### src/rtl/itmm_pkg.sv
// types and constants of the interval throughput min/max meter
package itmm_pkg;

	localparam int TS_W        = 64;
	localparam int BC_W        = 32;
	localparam int CFG_W       = 12;
	localparam int OUT_W       = 48;
	localparam int LEN_W       = 42;
	localparam int KDEN_W      = 22;
	localparam int Q_SHIFT     = 11;
	localparam int QUEUE_DEPTH = 2;

	localparam logic [29:0]       NS_PER_SEC = 30'd1000000000;
	localparam logic [9:0]        K_PER_SEC  = 10'd1000;
	localparam logic [LEN_W-1:0]  LEN_RESET  = 42'd1000000000;
	localparam logic [KDEN_W-1:0] KDEN_RESET = 22'd1000;

	typedef struct packed {
		logic [TS_W-1:0] timestamp_ns;
		logic [BC_W-1:0] byte_count;
	} item_t;

endpackage

### src/rtl/itmm_queue.sv
// input front: accepts transactions into a short queue for the back end
module itmm_queue (
	input  logic            clk,
	input  logic            arst_n,
	input  logic            in_valid,
	output logic            in_ready,
	input  itmm_pkg::item_t in_item,
	output logic            deq_valid,
	input  logic            deq_ready,
	output itmm_pkg::item_t deq_item
);

	localparam int PTR_W = (itmm_pkg::QUEUE_DEPTH > 1) ? $clog2(itmm_pkg::QUEUE_DEPTH) : 1;
	localparam int CNT_W = $clog2(itmm_pkg::QUEUE_DEPTH + 1);
	localparam logic [PTR_W-1:0] PTR_LAST = PTR_W'(itmm_pkg::QUEUE_DEPTH - 1);
	localparam logic [CNT_W-1:0] CNT_FULL = CNT_W'(itmm_pkg::QUEUE_DEPTH);

	itmm_pkg::item_t  mem_q [itmm_pkg::QUEUE_DEPTH];
	logic [PTR_W-1:0] wr_ptr_q;
	logic [PTR_W-1:0] rd_ptr_q;
	logic [CNT_W-1:0] cnt_q;
	logic             push;
	logic             pop;

	assign in_ready  = (cnt_q != CNT_FULL);
	assign deq_valid = (cnt_q != '0);
	assign push      = in_valid && in_ready;
	assign pop       = deq_valid && deq_ready;
	assign deq_item  = mem_q[rd_ptr_q];

	always_ff @(posedge clk or negedge arst_n) begin
		if (!arst_n) begin
			wr_ptr_q <= '0;
			rd_ptr_q <= '0;
			cnt_q    <= '0;
		end else begin
			if (push) begin
				wr_ptr_q <= (wr_ptr_q == PTR_LAST) ? '0 : wr_ptr_q + 1'b1;
			end
			if (pop) begin
				rd_ptr_q <= (rd_ptr_q == PTR_LAST) ? '0 : rd_ptr_q + 1'b1;
			end
			case ({push, pop})
				2'b10: cnt_q <= cnt_q + 1'b1;
				2'b01: cnt_q <= cnt_q - 1'b1;
				default: cnt_q <= cnt_q;
			endcase
		end
	end

	always_ff @(posedge clk) begin
		if (push) begin
			mem_q[wr_ptr_q] <= in_item;
		end
	end

endmodule

### src/rtl/itmm_divider.sv
// shared restoring divider, one quotient bit per cycle
module itmm_divider #(
	parameter int NUM_W,
	parameter int DEN_W
) (
	input  logic             clk,
	input  logic             arst_n,
	input  logic             start,
	input  logic [NUM_W-1:0] num,
	input  logic [DEN_W-1:0] den,
	output logic             done,
	output logic [NUM_W-1:0] quot,
	output logic [DEN_W-1:0] rem
);

	localparam int CNT_W = $clog2(NUM_W);
	localparam logic [CNT_W-1:0] CNT_LAST = CNT_W'(NUM_W - 1);

	logic [DEN_W-1:0] den_q;
	logic [DEN_W-1:0] rem_q;
	logic [NUM_W-1:0] quo_q;
	logic [CNT_W-1:0] cnt_q;
	logic             busy_q;
	logic             done_q;
	logic [DEN_W:0]   trial;
	logic [DEN_W:0]   diff;
	logic             take;

	assign trial = {rem_q, quo_q[NUM_W-1]};
	assign take  = (trial >= {1'b0, den_q});
	assign diff  = trial - {1'b0, den_q};

	always_ff @(posedge clk or negedge arst_n) begin
		if (!arst_n) begin
			busy_q <= 1'b0;
			done_q <= 1'b0;
			cnt_q  <= '0;
		end else begin
			done_q <= 1'b0;
			if (start) begin
				busy_q <= 1'b1;
				cnt_q  <= '0;
			end else if (busy_q) begin
				if (cnt_q == CNT_LAST) begin
					busy_q <= 1'b0;
					done_q <= 1'b1;
				end
				cnt_q <= cnt_q + 1'b1;
			end
		end
	end

	always_ff @(posedge clk) begin
		if (start) begin
			den_q <= den;
			rem_q <= '0;
			quo_q <= num;
		end else if (busy_q) begin
			rem_q <= take ? diff[DEN_W-1:0] : trial[DEN_W-1:0];
			quo_q <= {quo_q[NUM_W-2:0], take};
		end
	end

	assign done = done_q;
	assign quot = quo_q;
	assign rem  = rem_q;

endmodule

### src/rtl/itmm_back.sv
// back end: interval bookkeeping, min/max tracking, rate scaling and result register
module itmm_back #(
	parameter int ACC_W,
	parameter int NUM_W
) (
	input  logic                           clk,
	input  logic                           arst_n,
	input  logic                           cfg_we,
	input  logic [itmm_pkg::CFG_W-1:0]     cfg_wdata,
	input  logic                           deq_valid,
	output logic                           deq_ready,
	input  itmm_pkg::item_t                deq_item,
	output logic                           div_start,
	output logic [NUM_W-1:0]               div_num,
	output logic [itmm_pkg::LEN_W-1:0]     div_den,
	input  logic                           div_done,
	input  logic [NUM_W-1:0]               div_quot,
	input  logic [itmm_pkg::LEN_W-1:0]     div_rem,
	output logic                           out_valid,
	input  logic                           out_ready,
	output logic [itmm_pkg::OUT_W-1:0]     min_kbps_q8,
	output logic [itmm_pkg::OUT_W-1:0]     max_kbps_q8,
	output logic                           range_valid
);

	localparam int TS_W  = itmm_pkg::TS_W;
	localparam int LEN_W = itmm_pkg::LEN_W;
	localparam int OUT_W = itmm_pkg::OUT_W;

	localparam logic [3:0] ST_IDLE  = 4'd0;
	localparam logic [3:0] ST_CALC  = 4'd1;
	localparam logic [3:0] ST_CLASS = 4'd2;
	localparam logic [3:0] ST_LINT  = 4'd3;
	localparam logic [3:0] ST_WINT  = 4'd4;
	localparam logic [3:0] ST_LMIN  = 4'd5;
	localparam logic [3:0] ST_WMIN  = 4'd6;
	localparam logic [3:0] ST_LMAX  = 4'd7;
	localparam logic [3:0] ST_WMAX  = 4'd8;
	localparam logic [3:0] ST_EMIT  = 4'd9;

	logic [3:0]                    state_q;
	logic [TS_W-1:0]               ts_q;
	logic [itmm_pkg::BC_W-1:0]     bc_q;
	logic [TS_W-1:0]               delta_q;
	logic                          before_q;
	logic                          started_q;
	logic [TS_W-1:0]               start_q;
	logic [ACC_W-1:0]              total_q;
	logic [ACC_W-1:0]              min_q;
	logic [ACC_W-1:0]              max_q;
	logic                          have_q;
	logic [LEN_W-1:0]              len_q;
	logic [itmm_pkg::KDEN_W-1:0]   kden_q;
	logic                          dirty_q;
	logic [OUT_W-1:0]              min_kbps_q;
	logic [OUT_W-1:0]              max_kbps_q;
	logic                          out_valid_q;
	logic [OUT_W-1:0]              out_min_q;
	logic [OUT_W-1:0]              out_max_q;
	logic                          out_range_q;

	logic [itmm_pkg::CFG_W-1:0]    sec;
	logic [TS_W:0]                 delta_ext;
	logic [ACC_W:0]                sum;
	logic [ACC_W-1:0]              total_sat;
	logic                          skip2;
	logic [ACC_W-1:0]              close_min;
	logic [ACC_W-1:0]              close_max;
	logic [OUT_W-1:0]              quot_sat;
	logic                          emit_ok;
	logic                          emit_fire;
	logic [3:0]                    after_state;

	assign sec       = (cfg_wdata == '0) ? itmm_pkg::CFG_W'(1) : cfg_wdata;
	assign delta_ext = {1'b0, ts_q} - {1'b0, start_q};
	assign sum       = {1'b0, total_q} + (ACC_W + 1)'(bc_q);
	assign total_sat = sum[ACC_W] ? '1 : sum[ACC_W-1:0];
	assign skip2     = |div_quot[NUM_W-1:1];
	assign quot_sat  = (|div_quot[NUM_W-1:OUT_W]) ? '1 : div_quot[OUT_W-1:0];
	assign emit_ok   = !out_valid_q || out_ready;
	assign emit_fire = (state_q == ST_EMIT) && emit_ok;
	assign after_state = (have_q && dirty_q) ? ST_LMIN : ST_EMIT;

	always_comb begin
		if (!have_q) begin
			close_min = total_q;
			close_max = total_q;
		end else begin
			close_min = (total_q < min_q) ? total_q : min_q;
			close_max = (total_q > max_q) ? total_q : max_q;
		end
		if (skip2) begin
			close_min = '0;
		end
	end

	assign deq_ready = (state_q == ST_IDLE);
	assign div_start = (state_q == ST_LINT) || (state_q == ST_LMIN) || (state_q == ST_LMAX);

	always_comb begin
		case (state_q)
			ST_LINT: begin
				div_num = NUM_W'(delta_q);
				div_den = len_q;
			end
			ST_LMIN: begin
				div_num = NUM_W'({min_q, {itmm_pkg::Q_SHIFT{1'b0}}});
				div_den = LEN_W'(kden_q);
			end
			ST_LMAX: begin
				div_num = NUM_W'({max_q, {itmm_pkg::Q_SHIFT{1'b0}}});
				div_den = LEN_W'(kden_q);
			end
			default: begin
				div_num = '0;
				div_den = len_q;
			end
		endcase
	end

	always_ff @(posedge clk or negedge arst_n) begin
		if (!arst_n) begin
			state_q     <= ST_IDLE;
			started_q   <= 1'b0;
			have_q      <= 1'b0;
			dirty_q     <= 1'b0;
			out_valid_q <= 1'b0;
			len_q       <= itmm_pkg::LEN_RESET;
			kden_q      <= itmm_pkg::KDEN_RESET;
		end else begin
			if (emit_fire) begin
				out_valid_q <= 1'b1;
			end else if (out_valid_q && out_ready) begin
				out_valid_q <= 1'b0;
			end
			case (state_q)
				ST_IDLE: begin
					if (deq_valid) begin
						state_q <= ST_CALC;
					end
				end
				ST_CALC: begin
					state_q <= ST_CLASS;
				end
				ST_CLASS: begin
					if (!started_q) begin
						started_q <= 1'b1;
						state_q   <= after_state;
					end else if (before_q || delta_q < TS_W'(len_q)) begin
						state_q <= after_state;
					end else begin
						state_q <= ST_LINT;
					end
				end
				ST_LINT: begin
					state_q <= ST_WINT;
				end
				ST_WINT: begin
					if (div_done) begin
						have_q  <= 1'b1;
						state_q <= ST_LMIN;
					end
				end
				ST_LMIN: begin
					state_q <= ST_WMIN;
				end
				ST_WMIN: begin
					if (div_done) begin
						state_q <= ST_LMAX;
					end
				end
				ST_LMAX: begin
					state_q <= ST_WMAX;
				end
				ST_WMAX: begin
					if (div_done) begin
						state_q <= ST_EMIT;
					end
				end
				ST_EMIT: begin
					if (emit_ok) begin
						state_q <= ST_IDLE;
					end
				end
				default: begin
					state_q <= ST_IDLE;
				end
			endcase
			if (cfg_we) begin
				len_q   <= LEN_W'(sec) * LEN_W'(itmm_pkg::NS_PER_SEC);
				kden_q  <= itmm_pkg::KDEN_W'(sec) * itmm_pkg::KDEN_W'(itmm_pkg::K_PER_SEC);
				dirty_q <= 1'b1;
			end else if (state_q == ST_LMIN) begin
				dirty_q <= 1'b0;
			end
		end
	end

	always_ff @(posedge clk) begin
		case (state_q)
			ST_IDLE: begin
				if (deq_valid) begin
					ts_q <= deq_item.timestamp_ns;
					bc_q <= deq_item.byte_count;
				end
			end
			ST_CALC: begin
				delta_q  <= delta_ext[TS_W-1:0];
				before_q <= delta_ext[TS_W];
			end
			ST_CLASS: begin
				if (!started_q) begin
					start_q <= ts_q;
					total_q <= ACC_W'(bc_q);
				end else if (before_q || delta_q < TS_W'(len_q)) begin
					total_q <= total_sat;
				end
			end
			ST_WINT: begin
				if (div_done) begin
					min_q   <= close_min;
					max_q   <= close_max;
					start_q <= ts_q - TS_W'(div_rem);
					total_q <= ACC_W'(bc_q);
				end
			end
			ST_WMIN: begin
				if (div_done) begin
					min_kbps_q <= quot_sat;
				end
			end
			ST_WMAX: begin
				if (div_done) begin
					max_kbps_q <= quot_sat;
				end
			end
			ST_EMIT: begin
				if (emit_ok) begin
					out_min_q   <= have_q ? min_kbps_q : '0;
					out_max_q   <= have_q ? max_kbps_q : '0;
					out_range_q <= have_q;
				end
			end
			default: begin
				ts_q <= ts_q;
			end
		endcase
	end

	assign out_valid   = out_valid_q;
	assign min_kbps_q8 = out_min_q;
	assign max_kbps_q8 = out_max_q;
	assign range_valid = out_range_q;

endmodule

### src/rtl/interval_throughput_min_max.sv
// top level of the interval throughput min/max meter
//
// Input channel (in_valid/in_ready): one transaction per event, timestamp_ns and
// byte_count. Output channel (out_valid/out_ready): exactly one transaction per
// event with min_kbps_q8, max_kbps_q8 (kbit/s, 8 fraction bits) and range_valid.
// cfg_we/cfg_wdata write the interval length in seconds (0 acts as 1); write it
// only while no event is in flight. It takes effect from the next event on.
// An event inside the current interval passes the states CALC, CLASS and EMIT
// before out_valid rises. An event that closes an interval also waits on the
// divider three times, and the first event after a length change once a range
// exists, if it closes no interval, twice. The one shared bit-serial divider,
// NUM_W = max(64, BYTE_ACC_BITS + 11) bits wide, finds the whole intervals
// skipped, then scales the minimum and then the maximum byte total.
// The back end takes no new event until its result is in the output register.
// A two-entry queue takes new events while the back end works or while a result
// waits in the output register; a stalled receiver holds the result steady and
// fills the queue, after which in_ready drops. Reset clears the queue, the
// interval state and the range, and sets the length to one second.
module interval_throughput_min_max #(
	parameter int BYTE_ACC_BITS = 48
) (
	input  logic                           clk,
	input  logic                           arst_n,
	input  logic                           cfg_we,
	input  logic [itmm_pkg::CFG_W-1:0]     cfg_wdata,
	input  logic                           in_valid,
	output logic                           in_ready,
	input  logic [itmm_pkg::TS_W-1:0]      timestamp_ns,
	input  logic [itmm_pkg::BC_W-1:0]      byte_count,
	output logic                           out_valid,
	input  logic                           out_ready,
	output logic [itmm_pkg::OUT_W-1:0]     min_kbps_q8,
	output logic [itmm_pkg::OUT_W-1:0]     max_kbps_q8,
	output logic                           range_valid
);

	localparam int NUM_W = (BYTE_ACC_BITS + itmm_pkg::Q_SHIFT > itmm_pkg::TS_W) ?
		BYTE_ACC_BITS + itmm_pkg::Q_SHIFT : itmm_pkg::TS_W;

	itmm_pkg::item_t               in_item;
	itmm_pkg::item_t               deq_item;
	logic                          deq_valid;
	logic                          deq_ready;
	logic                          div_start;
	logic [NUM_W-1:0]              div_num;
	logic [itmm_pkg::LEN_W-1:0]    div_den;
	logic                          div_done;
	logic [NUM_W-1:0]              div_quot;
	logic [itmm_pkg::LEN_W-1:0]    div_rem;

	assign in_item.timestamp_ns = timestamp_ns;
	assign in_item.byte_count   = byte_count;

	itmm_queue u_queue (
		.clk       (clk),
		.arst_n    (arst_n),
		.in_valid  (in_valid),
		.in_ready  (in_ready),
		.in_item   (in_item),
		.deq_valid (deq_valid),
		.deq_ready (deq_ready),
		.deq_item  (deq_item)
	);

	itmm_divider #(
		.NUM_W (NUM_W),
		.DEN_W (itmm_pkg::LEN_W)
	) u_divider (
		.clk    (clk),
		.arst_n (arst_n),
		.start  (div_start),
		.num    (div_num),
		.den    (div_den),
		.done   (div_done),
		.quot   (div_quot),
		.rem    (div_rem)
	);

	itmm_back #(
		.ACC_W (BYTE_ACC_BITS),
		.NUM_W (NUM_W)
	) u_back (
		.clk         (clk),
		.arst_n      (arst_n),
		.cfg_we      (cfg_we),
		.cfg_wdata   (cfg_wdata),
		.deq_valid   (deq_valid),
		.deq_ready   (deq_ready),
		.deq_item    (deq_item),
		.div_start   (div_start),
		.div_num     (div_num),
		.div_den     (div_den),
		.div_done    (div_done),
		.div_quot    (div_quot),
		.div_rem     (div_rem),
		.out_valid   (out_valid),
		.out_ready   (out_ready),
		.min_kbps_q8 (min_kbps_q8),
		.max_kbps_q8 (max_kbps_q8),
		.range_valid (range_valid)
	);

endmodule

### config.mk
export PLATFORM = sky130hd
export DESIGN_NAME = interval_throughput_min_max
export DESIGN_NICKNAME = d
export VERILOG_FILES = /design/src/rtl/itmm_pkg.sv /design/src/rtl/itmm_queue.sv /design/src/rtl/itmm_divider.sv /design/src/rtl/itmm_back.sv /design/src/rtl/interval_throughput_min_max.sv
export SDC_FILE = /design/constraint.sdc
export NUM_CORES = 2
export LEC_CHECK = 0
export BUFFER_PORTS_ARGS = -buffer_cell sky130_fd_sc_hd__buf_4
export CAP_MARGIN = 0
export CORE_UTILIZATION = 51
export DETAILED_ROUTE_END_ITERATION = 8
export PLACE_DENSITY_LB_ADDON = 0.2
export SLEW_MARGIN = 20
export SYNTH_ARGS = -nofsm -noshare
export SYNTH_HDL_FRONTEND = slang
export SYNTH_SLANG_ARGS = --single-unit
### constraint.sdc
create_clock -name clk -period 11.3 [get_ports clk]
set_clock_uncertainty 0.15 [all_clocks]
set_input_delay 1.13 -clock clk [delete_from_list [all_inputs] [get_ports clk]]
set_output_delay 1.13 -clock clk [all_outputs]
set_load 0.01 [all_outputs]
==> results.yml <==
run_status:
  status: "finished, final reports clean"
logic_synthesis:
  yosys_warnings: 0
  synth.area.top_cells: "edfxtp_1, ha_1, fa_1, inv_1, a21oi_1"
  synth_top_cell_by_area: "edfxtp_1"
  ys_types: 101
  synth_fp_nets: 5631
  postSynthCellCount: 4949
  synth_ff_type: "edfxtp_1"
  synth-seq-cells: 968
  syn_area_um2: 56000
  synth.avg_cell_area_um2: 11.3
  synthArstFlopShare: 0.0713
  synth_seq_area_share: 0.506
  yosys.area.top_type_share: 0.460
  synth_edf_count: 857
clock_network:
  cts_tree: "built"
  clock_sinks: 968
  numCtsBuffers: 103
  cts-resized-gates: 0
  clk_root_buffer_cell: "clkbuf_16"
  cts_setup_buffers: 0
  h-tree-depth: 3
  clock_latency_ps: 730
  cts_hold_buf: 0
  cts_max_path_buffers: 3
  cts.clk_slew.worst_paths_ps: 60
drt:
  drt_pass1_iterations: 7
  post_drt_wl_per_cell_um: 21.7
  drt_iter0_drc: 3799
  vias: 37985
  route.detailed.drc: 0
  ant_nets: 0
  wl_mm: 143
  via_per_inst: 5.74
power_and_ir_drop:
  p_comb_frac: 0.483
  power_switching_mw: 7.56
  swShare: 0.413
  p_seq_frac: 0.329
  irDropWorstVdd_v: 0.000164
  pwr-share-clk: 0.188
  leakagePower_nw: 25.8
  total_power_mw: 18.3
  p_int_mw: 10.7
  powerDensity_nw_per_um2: 293
global_routing:
  grt_pass1_vias: 36516
  antenna_found_initial: 3
  use_met1: 0.396
  overflow: 0
  met2_usage: 0.379
  grt_pass1_wl_mm: 219
  grt.busiest_layer: "met1"
  grt_max_degree: 104
  grt_util_met3: 0.0310
  track_usage: 0.257
worst_setup_path:
  worstPathArrival_ps: 7840
  r2r-start: "u_back.total_q[1]"
  endpoint_kind: "flop"
  crit_path_end: "u_back.len_q[40]"
  reg2reg_setup_slack_ps: 6880
  reg2reg_to: "u_back.total_q[39]"
  crit_required_ps: 11670
  crit_type: "in -> reg"
  crit_path_max_fanout: 9
  rr_worst_depth: 13
  startpoint_type: "primary input"
  startpoint: "cfg_wdata[10]"
timing:
  drv_slew: 0
  setup_tns_ps: 0
  setup_viol: 0
  fmax_ghz: 0.134
  worst_slew_pin_slew_ps: 1070
  grt_setup_unrepaired: "false"
  timing.slew.headroom: 0.285
  fin_crit_sh: 0.661
  hold_violations: 0
  layout_setup_ws_ps: 3830
  min_period_ps: 7470
die:
  num_rows: 121
  pin_count: 212
  die_w_um: 333
  dieArea_um2: 111000
  start_util: 0.514
  die_y_um: 333
  core_um2: 109000
cells_and_area:
  num-fill-cells: 9142
  drive_gt1_frac: 0.123
  final_nets: 5804
  final_area_um2: 62500
  area_growth_pct: 11.6
flow_run:
  drv_cap: 0
placement:
  pre_cts_slack_ps: 3280
  hpwl_mm: 109
  dpl_cell_area_um2: 59000
  place_congestion: 0.942
  io_buffers: 211
worst_hold_path:
  hp-class: "in -> async"
-- stage by stage --
stage,hold WS [ps],util,std cells
after floorplan,300,-,4949
after global placement,314,0.542,6431
after detailed placement,325,0.542,6431
after CTS,38.3,0.574,6621
after global routing,56.2,0.574,6621
final,91.4,0.574,6622
-- layout make-up --
type	count	area, um2	area share
sequential	968	28300	0.453
multi-input combinational	3257	25000	0.400
clock buffer	127	2760	0.0442
inverter	545	2050	0.0328
timing repair buffer	247	1850	0.0297
tap	1414	1770	0.0283
clock inverter	63	729	0.0117
antenna	1	2.50	0.0000400
-- sequential cells by signal, indices dropped and copies added, names as in the netlist, 2 cells and up --
signal / flops
u_back.bc_q: 32
u_back.delta_q: 64
u_back.kden_q: 16
u_back.len_q: 33
u_back.max_kbps_q: 48
u_back.max_kbps_q8: 48
u_back.max_q: 48
u_back.min_kbps_q: 48
u_back.min_kbps_q8: 48
u_back.min_q: 48
u_back.start_q: 64
u_back.state_q: 4
u_back.total_q: 48
u_back.ts_q: 64
u_divider.cnt_q: 6
u_divider.den_q: 39
u_divider.quot: 64
u_divider.rem: 42
u_queue.cnt_q: 2
u_queue.mem_q: 192
-- cell families after synthesis --
family | after synthesis | share of synthesized area
buffers and inverters | 724 | 0.0491
adders and majority gates | 569 | 0.145
xor gates and xnor gates | 225 | 0.0352
DFF | 968 | 0.506
and+or+nand+nor | 1221 | 0.109
AOI/OAI and AO/OA | 1106 | 0.129
muxes | 136 | 0.0268
-- cell usage after synthesis, types with 72 or more instances --
cell type	count
and2_1	157
nand2_1	303
mux2_2	112
a21oi_1	317
nor2_1	281
edfxtp_1	857
clkbuf_1	147
xnor2_1	132
xor2_1	93
a21o_1	150
fa_1	131
ha_1	438
nand4_1	72
o21ai_0	233
inv_1	543
-- worst max-delay path: stages --
cell,delay [ps]
buf_4,140
inv_1,170
ha_1,170
and4_1,210
nand3_1,280
nand2_1,270
inv_1,270
ha_1,540
fa_1,500
fa_1,520
fa_1,550
inv_1,70
fa_1,550
inv_1,50
ha_1,340
o21a_1,180
o21ai_0,300
nor2_1,100
a221oi_1,450
a21oi_1,220
a31oi_1,260
o21ai_0,120
a21oi_1,180
xor2_1,150
mux2i_1,90
-- cell usage in the layout, fill, tap and decap left out, types with 132 or more instances in the layout --
cell type,count
edfxtp_1,857
inv_1,542
ha_1,438
a21oi_1,316
nand2_1,302
nor2_1,277
buf_4,247
o21ai_0,230
and2_1,156
a21o_1,150
xnor2_1,132
-- how the worst min path moves through the flow --
stage / from / to / cells after the start
floorplan: u_back.len_q[22] / u_back.len_q[22] / 1
detailed placement: u_back.len_q[22] / u_back.len_q[22] / 1
global placement: u_back.len_q[22] / u_back.len_q[22] / 1
finish: arst_n / u_back.kden_q[13] / 1
global route: arst_n / u_back.kden_q[10] / 1
CTS: arst_n / u_back.kden_q[13] / 1
-- metal layers --
layer,part of all wire,wire (um)
met1,0.48,69200
met2,0.43,61200
met3,0.060,8590
met4,0.030,4310
met5,0,0
-- power groups by stage --
| stage | Combinational [mW] | Clock, mW | Sequential (mW) |
|---|---|---|---|
| after CTS | 8.74 | 3.50 | 6.02 |
| final | 8.84 | 3.43 | 6.03 |
| after global placement | 8.60 | 0 | 6.06 |
| after floorplan | 6.60 | 0 | 5.71 |
| after detailed placement | 8.66 | 0 | 6.08 |
| after global routing | 9.81 | 3.63 | 6.11 |
Note: power is estimated with default switching activity, not from simulation.
